--- src/rtl/npcm_pkg.sv ---
`default_nettype none

package npcm_pkg;

  localparam int CH_W   = 8;
  localparam int IDX_W  = 8;
  localparam int DIST_W = 10;

  localparam logic ACT_WRITE = 1'b0;
  localparam logic ACT_QUERY = 1'b1;

  typedef struct packed {
    logic [CH_W-1:0] red;
    logic [CH_W-1:0] green;
    logic [CH_W-1:0] blue;
  } color_t;

  // travels alongside each palette entry read during a scan
  typedef struct packed {
    logic             valid;
    logic             first;
    logic             last;
    logic [IDX_W-1:0] index;
  } scan_tag_t;

endpackage

`default_nettype wire

--- src/rtl/npcm_best.sv ---
`default_nettype none

module npcm_best
  import npcm_pkg::*;
(
  input  wire logic              clk,
  input  wire logic              rst,
  input  wire scan_tag_t         tag,
  input  wire color_t            entry,
  input  wire color_t            query,
  output logic                   done,
  output logic [IDX_W-1:0]       best_index,
  output logic [DIST_W-1:0]      best_dist
);

  function automatic logic [CH_W-1:0] abs_diff(input logic [CH_W-1:0] a,
                                               input logic [CH_W-1:0] b);
    return (a >= b) ? (a - b) : (b - a);
  endfunction

  scan_tag_t         a_tag;
  logic [DIST_W-1:0] a_dist;
  logic [DIST_W-1:0] entry_dist;

  assign entry_dist = DIST_W'(abs_diff(entry.red, query.red))
                    + DIST_W'(abs_diff(entry.green, query.green))
                    + DIST_W'(abs_diff(entry.blue, query.blue));

  // stage a: distance of the entry just read
  always_ff @(posedge clk) begin
    if (rst) begin
      a_tag <= '0;
    end else begin
      a_tag <= tag;
    end
    a_dist <= entry_dist;
  end

  // stage b: running minimum, strict compare keeps the lowest index on a tie
  always_ff @(posedge clk) begin
    if (rst) begin
      done <= 1'b0;
    end else begin
      done <= a_tag.valid && a_tag.last;
    end
    if (a_tag.valid && (a_tag.first || a_dist < best_dist)) begin
      best_dist  <= a_dist;
      best_index <= a_tag.index;
    end
  end

endmodule

`default_nettype wire

--- config.mk ---
export PLATFORM = sky130hd
export DESIGN_NAME = npcm_best
export DESIGN_NICKNAME = d
export VERILOG_FILES = /design/src/rtl/npcm_pkg.sv /design/src/rtl/npcm_best.sv
export SDC_FILE = /design/constraint.sdc
export NUM_CORES = 1
export LEC_CHECK = 0
export ABC_AREA = 1
export BUFFER_PORTS_ARGS = -buffer_cell sky130_fd_sc_hd__buf_2
export CORE_AREA = 2 2 92 94
export CTS_CLUSTER_SIZE = 20
export DETAILED_ROUTE_END_ITERATION = 8
export DIE_AREA = 0 0 94 96
export GPL_ROUTABILITY_DRIVEN = 1
export PLACE_DENSITY_LB_ADDON = 0.1
export SLEW_MARGIN = 20
export SYNTH_ARGS = -nofsm -noshare
export SYNTH_HDL_FRONTEND = slang
export SYNTH_SLANG_ARGS = --single-unit
--- constraint.sdc ---
create_clock -name clk -period 6.15 [get_ports clk]
set_input_delay 1.845 -clock clk [delete_from_list [all_inputs] [get_ports clk]]
set_output_delay 1.845 -clock clk [all_outputs]
set_load 0.02 [all_outputs]
==> After elaboration in Yosys (flattened, before gate mapping) <==
Index checks and enable logic that the tools add are counted.
{ "op_classes": {"add_sub_neg": 8, "n_shift": 0, "eq_ne": 0, "multipliers": 0, "n_bitwise": 0, "muxes": 3, "reduce_logical": 3, "n_div": 0, "order_cmp": 4} }
{ "ops": {"columns": ["operator", "count"], "rows": [
  ["$sub A8 B8 Y8", 6],
  ["$ge A8 B8 Y1", 3],
  ["$mux W8", 3],
  ["$add A9 B8 Y10", 1],
  ["$lt A10 B10 Y1", 1],
  ["$add A8 B8 Y9", 1],
  ["$logic_and A1 B1 Y1", 2],
  ["$logic_or A1 B1 Y1", 1]
]} }
{ "word_totals": {"ram_bits": 0, "ff_bits": 40, "in_bits": 61, "memories": 0, "wordCells": 26, "latch_bits": 0, "out_inout_bits": 19, "romBits": 0} }

==> Logic depth before layout (Yosys ltp) <==
Gate-level depths: netlist (run 1).
{ "logic_depth": {"depth_word": 4, "mapped_depth": 22, "depth_no_buf": 22} }

==> Worst setup path after synthesis (run 1) <==
Ideal clock, no wire load.
{ "synth_timing": {"path_type": "input port to flip-flop", "startpoint": "input port entry[16] in the netlist's numbering", "endpoint": "register a_dist[9]", "slack_ns": 1.329, "t_arrival_ns": 4.709, "path_stages": 21, "path_buffers": 1, "required_ns": 6.039, "setup_time_ns": 0.111, "cell_sequence": "inv_1 > ha_1 > inv_1 > fa_1 > nand2_1 > nand3_1 > nand3_1 > nand3_2 > buf_6 > inv_4 > o21ai_2 > fa_1 > inv_1 > ha_1 > fa_1 > nand3_1 > nand2_1 > a21oi_1 > nor2_1 > nor2_1 > nor2_1"} }
{ "synth_between": {"elab_chain_cells": 4, "word_cells_on_any_way": 6, "cone_classes": "add/sub (4); order compare (1); mux (1)"} }
{ "synth_lines": {"columns": ["element", "line_no", "text"], "rows": [
  ["start, declared", "npcm_best.sv:9", "input wire color_t entry,"],
  ["$sub A8 B8 Y8 / $ge A8 B8 Y1 (equally long branches)", "npcm_best.sv:18", "return (a >= b) ? (a - b) : (b - a);"],
  ["$mux W8 (*)", "npcm_best.sv:18", null],
  ["$add A8 B8 Y9 (*)", "npcm_best.sv:26", "+ DIST_W'(abs_diff(entry.green, query.green))"],
  ["$add A9 B8 Y10 (*)", "npcm_best.sv:27", "+ DIST_W'(abs_diff(entry.blue, query.blue));"],
  ["named net entry_dist[9]", "npcm_best.sv:23", "logic [DIST_W-1:0] entry_dist;"],
  ["end signal, assigned", "npcm_best.sv:36", "a_dist <= entry_dist;"],
  ["end, declared", "npcm_best.sv:22", "logic [DIST_W-1:0] a_dist;"]
]} }
The timed path passes the listed nets; every way through them passes the cells marked *.
A chain may end at the register's enable or synchronous reset.

==> Worst setup path after layout (run 1) <==
Ends and elaborated chain as after synthesis.

==> summary.txt, run 1 <==
status = complete, no violations
arrival time worst endpoint = 5.14 ns
DRT iter0 DRCs = 76
CTS max path bufs = 2
clk_skew = 0.00536 ns
Critical Path Start Type = input port
Slew @ Worst Pin = 0.970 ns
Via density = 4.72
Ant. Diodes = 0
hold_sp = a_tag[6]$_SDFF_PP0_
multiplexer area fraction after synthesis = 0%
Mapped Area = 0.00426 mm2
reg2reg end = best_dist[3]$_DFFE_PP_
Area Overhead vs Synth = 12.6%
layout cells sized above 1 = 15.6%
worst reg2reg path depth = 7
clock sink total = 40
FF-to-FF setup slack = 3.87 ns
post-synthesis simple-gate area fraction = 25.1%
Rel. slew slack = 35.0%
top post-synthesis cells by area = ha_1 (18%), inv_1 (13%), edfxtp_1 (13%)
Adder-Cell Fraction of Synth Area = 24.9%
fin crit share = 80.6%
synthesized instance count = 602
Max-Cap Viols = 0
Critical Path RT = 6.33 ns
remaining antenna violation count = 0
crit-path max FO = 11
Hold Path Class = reg2reg
Die Area = 0.00902 mm2
Rows = 33
Initial Util = 53.0%
overall routing resource usage = 19.0%
fillcell total = 803
depth of the CTS H-tree = 2
final count of pins violating max slew = 0
postcts setup bufs = 0
Post-Synthesis Net Count = 739
final hold violations = 0
net load switching power = 0.541 mW
worst hold path depth = 0
die width = 94 um
fin area = 0.00480 mm2
DP Wirelength = 6970 um
TritonCTS clock tree = done
total gr overflow = 0
input/output buffers = 79
most frequent cells in the layout = inv_1 (152), nand2_1 (143), buf_2 (79)
final WL = 7880 um
drt wl/cell = 10.1 um
Compound-Gate Fraction of Synth Area = 6.63%
RSZ-0062 raised after global routing = false
CTS Root Cell = clkbuf_8
synth warn = 0
initial antenna violation count = 0
crit path launch = entry[16]
Mean Syn Cell Area = 7.08 um2
vias in the first global route = 3433
total negative slack = 0 ns
largest family of logic cells by synthesized area = simple AND/OR/NAND/NOR gates
Synth top area share = 17.9%
Critical R2R Launch = best_dist[5]$_DFFE_PP_
Worst-Skew Late Latency = 0.29 ns
Final setup viols = 0
TritonCTS Buffers = 5
area leader, netlist = ha_1
Chip Height = 96 um
Clk pin slew, worst setup/hold paths = 0.08 ns
power share of the clock group = 14.6%
Fmax = 0.202 GHz
Switching Fraction = 41.9%
sequential power share = 29.7%
NumNets Final = 814
placed inst area = 0.00470 mm2
Lkg Pwr = 2.86 nW
Placeable Area = 0.00805 mm2
post-CTS resize count = 0
DRC = 0
power per cell area = 269 mW/mm2
crit path time final = 4.96 ns
largest net degree at the start of global routing = 19
Worst Setup End Kind = flip-flop
first-pass GRT wire length = 14100 um
detailed-route via count = 3699
leading cell type in the layout, fill and taps excluded = inv_1
Setup Crit Path Kind = in2reg
Post-CTS Hold Fix Bufs = 0
xor/xnor share of the synthesized area = 4.31%
IO Pins = 80
Worst VDD drop = 0.123 mV
Gate power share = 55.7%
Int Pwr = 0.751 mW
hold endpoint = best_index[6]$_DFFE_PP_
Synth Register Bits = 40
post-synthesis sequential area ratio = 23.0%
RePlAce Congestion = 0.863
number of distinct library cells after synthesis = 33
TritonRoute pass-1 iters = 5
Yosys cell counts:
cell type / n
a21boi_0: 1
a21o_1: 3
a21oi_1: 25
a21oi_2: 1
a31oi_1: 1
buf_2: 2
buf_6: 7
clkbuf_1: 1
clkbuf_2: 1
dfxtp_1: 22
edfxtp_1: 18
fa_1: 15
ha_1: 61
inv_1: 152
inv_4: 2
nand2_1: 143
nand2_2: 4
nand3_1: 57
nand3_2: 4
nand3b_1: 1
nand4_1: 3
nor2_1: 31
nor2_2: 2
nor2_4: 1
o21a_1: 1
o21ai_0: 12
o21ai_1: 4
o21ai_2: 2
o21bai_1: 1
or2_0: 1
or2_2: 2
xnor2_1: 6
xor2_1: 15
cell families (layout without fill, tap and decap cells):
family	count (synthesis)	in the layout
simple gates	249	249
buf+inv	165	241
fa+ha+maj	76	76
compound gates	51	51
flops	40	40
xor+xnor	21	21
through the flow:
stage / total power [mW] / util [%] / hold slack (ns) / worst slack, ns / cells
CTS: 1.30 / 59.7 / 0.407 / 1.20 / 783
detailed placement: 1.11 / 58.3 / 0.389 / 0.911 / 775
floorplan: 0.953 / - / 0.386 / 1.33 / 602
global placement: 1.10 / 58.3 / 0.386 / 1.06 / 775
global route: 1.44 / 59.7 / 0.410 / 0.909 / 783
finish: 1.29 / 59.7 / 0.408 / 1.19 / 783
worst max path at each step:
stage	endpoint	slack (ns)	cells after the start
floorplan	a_dist[9]$_DFF_P_	1.33	21
global placement	a_dist[9]$_DFF_P_	1.06	21
detailed placement	a_dist[9]$_DFF_P_	0.91	21
CTS	a_dist[9]$_DFF_P_	1.20	21
global route	a_dist[9]$_DFF_P_	0.91	21
finish	a_dist[9]$_DFF_P_	1.19	21
metal layers:
metal	up-vias	global-route usage, %	share of wire (%)	wire length (um)
li1	1981	-	-	-
met1	1652	24.3	47	3730
met2	61	34.8	49	3840
met3	5	2.35	3.2	251
met4	0	3.74	0.70	55
met5	-	0	0	0
worst max-delay path: stages:
cell	delay, ns
buf_2	0.11
inv_1	0.05
ha_1	0.16
inv_1	0.06
fa_1	0.37
nand2_1	0.10
nand3_1	0.11
nand3_1	0.12
nand3_2	0.21
inv_4	0.14
o21ai_2	0.07
fa_1	0.53
inv_1	0.05
ha_1	0.22
fa_1	0.40
nand3_1	0.10
nand2_1	0.08
a21oi_1	0.20
nor2_1	0.06
nor2_1	0.09
nor2_1	0.05
power by group through the flow:
stage	combinational (mW)	clock (mW)	sequential, mW
after floorplan	0.544	0	0.409
after global placement	0.708	0	0.388
after detailed placement	0.724	0	0.391
after CTS	0.727	0.193	0.385
after global routing	0.845	0.205	0.390
final	0.719	0.189	0.384
area by class of cell:
type,count,area (um2),area share [%]
multi-input combinational,397,2610,54.3
sequential,40,981,20.4
inverter,154,583,12.1
timing repair buffer,79,395,8.23
tap,105,131,2.74
clock buffer,6,93.8,1.95
clock inverter,2,12.5,0.260
state kept, by name, indices dropped and copies added (netlist names):
signal and cells:
done 1, best_index 8, a_dist 10, a_tag 11, best_dist 10
No activity file was read; power rests on OpenSTA's default activity.
==> run 2: changes to the inputs <==
- CORE_AREA: 2 2 92 94 -> 2 2 94 96
- DIE_AREA: 0 0 94 96 -> 0 0 96 98
- clock period: 6.15 -> 4 ns (I/O delays scaled with it)
==> summary.txt, run 2 (synthesized netlist as in run 1, its figures left out) <==
Top Family by Delay on Critical Path = adder cells
IO Pins = 80
footprint of the multi-input gates = 0.00284 mm2
depth of the CTS H-tree = 2
max FFs per register = 11
Critical Path Start Type = input port
Final setup viols = 0
Critical Path RT = 4.19 ns
Via density = 4.69
FF-to-FF setup slack = 1.69 ns
final count of pins violating max slew = 0
Placeable Area = 0.00847 mm2
Worst-Skew Late Latency = 0.29 ns
initial antenna violation count = 0
DRC = 0
TritonRoute pass-1 iters = 4
CP cell instances = buf_2, buf_4, ha_1, inv_1, fa_1, nand2_1, nand2_1, nand2_1, xnor2_1, o21ai_0, buf_4, fa_1, inv_1, ha_4, a21oi_2, nand2_2, a21oi_2, nor2_1, nor2_1, nor2_1
Buf/Inv on CP = 5
Chip Height = 98 um
reg2reg end = best_dist[6]$_DFFE_PP_
power per cell area = 431 mW/mm2
fin crit share = 97.5%
Worst VDD drop = 0.256 mV
die width = 96 um
Initial Util = 50.4%
Critical Path Max Stage Delay = 0.52 ns
Area Overhead vs Synth = 32.7%
Rows = 34
sequential power share = 24.2%
Rel. slew slack = 35.4%
NumNets Final = 894
most frequent cells in the layout = inv_1 (148), nand2_1 (136), buf_4 (79)
TritonCTS clock tree = done
input/output buffers = 79
Switching Fraction = 40.5%
first-pass GRT wire length = 15700 um
Ant. Diodes = 0
layout cells sized above 1 = 29.7%
DP Wirelength = 7800 um
worst reg2reg path depth = 7
vias in the first global route = 3970
overall routing resource usage = 20.1%
Slew @ Worst Pin = 0.963 ns
DRT iter0 DRCs = 129
worst hold path depth = 0
fillcell total = 757
Largest regs = a_tag: 11 flops, a_dist: 10 flops, best_dist: 10 flops
crit-path max FO = 4
Gate power share = 63.0%
hold endpoint = best_index[7]$_DFFE_PP_
Worst Setup End Kind = flip-flop
RePlAce Congestion = 0.854
crit path time final = 3.90 ns
Register Area = 981 um2
Fmax = 0.257 GHz
Max-Cap Viols = 0
CTS Root Cell = clkbuf_8
clock sink total = 40
final hold violations = 0
largest net degree at the start of global routing = 19
CTS max path bufs = 2
CP max stage cell = fa_1
net load switching power = 0.987 mW
remaining antenna violation count = 0
arrival time worst endpoint = 4.09 ns
Int Pwr = 1.45 mW
Clk pin slew, worst setup/hold paths = 0.07 ns
drt wl/cell = 10.7 um
total negative slack = 0 ns
TritonCTS Buffers = 5
Fin Hold WS = 0.407 ns
clk_skew = 0.00885 ns
Setup Crit Path Kind = in2reg
Hold Path Class = reg2reg
Top reg by flops = a_tag
final WL = 9220 um
total gr overflow = 0
power share of the clock group = 12.7%
critical path depth in cells = 20
status = complete, no violations
leading cell type in the layout, fill and taps excluded = inv_1
Lkg Pwr = 3.28 nW
detailed-route via count = 4058
Critical R2R Launch = best_dist[5]$_DFFE_PP_
hold_sp = a_tag[7]$_SDFF_PP0_
Post-CTS Hold Fix Bufs = 0
Die Area = 0.00941 mm2
-- run 2: cell type report --
type                            count  area share (%)
Tap cell                          108            2.39
Sequential cell                    40            17.3
Multi-Input combinational cell    398            50.2
Clock buffer                        7            1.90
Timing Repair Buffer              158            17.5
Inverter                          154            10.5
Clock inverter                      1           0.155
-- run 2: power groups by stage --
stage                     clock, mW  combinational, mW  sequential (mW)
after floorplan                   0              0.904            0.629
after global placement            0               1.36            0.596
after detailed placement          0               1.40            0.601
after CTS                     0.319               1.42            0.592
after global routing          0.333               1.74            0.603
final                         0.311               1.54            0.591
-- run 2: metrics by stage --
stage / cell area, um2 / power, mW / instances / util, % / setup slack, ns
floorplan: 4360 / 1.53 / 602 / - / -0.0186
global placement: 5370 / 1.96 / 855 / 63.4 / -0.243
detailed placement: 5370 / 2.00 / 855 / 63.4 / -0.320
CTS: 5500 / 2.33 / 863 / 64.9 / 0.0146
global route: 5660 / 2.68 / 866 / 66.8 / -0.0413
finish: 5660 / 2.44 / 866 / 66.8 / 0.102
-- run 2: worst max-delay path by stage --
| stage | startpoint | endpoint | slack, ns |
|---|---|---|---|
| global route | entry[16] | a_dist[9]$_DFF_P_ | -0.04 |
| detailed placement | entry[16] | a_dist[9]$_DFF_P_ | -0.32 |
| global placement | entry[16] | a_dist[9]$_DFF_P_ | -0.24 |
| finish | entry[16] | a_dist[9]$_DFF_P_ | 0.10 |
| floorplan | entry[0] | a_dist[9]$_DFF_P_ | -0.02 |
| CTS | entry[0] | a_dist[6]$_DFF_P_ | 0.01 |
-- run 2: worst register-to-register path: stages (launching register included) --
cell and delay, ns:
edfxtp_1 0.35, inv_1 0.05, ha_1 0.34, a21oi_1 0.17, nand3_1 0.10, nand2_1 0.06
nand3_1 0.09, a21boi_2 0.77
-- run 2: timing repair --
| item | 4_1_cts | 5_1_grt |
|---|---|---|
| setup endpoints to repair | 2 | 6 |
| gates cloned | 0 | 1 |
| setup buffers | 0 | 2 |
| resized for setup | 1 | 31 |
| pin swaps | 0 | 14 |
-- run 2: routing by layer --
layer / GRT usage, % / part of all wire, % / vias up
li1: - / - / 2144
met1: 24.0 / 43 / 1816
met2: 38.1 / 52 / 87
met3: 2.08 / 3.7 / 11
met4: 3.96 / 1.0 / 0
met5: 0 / 0 / -
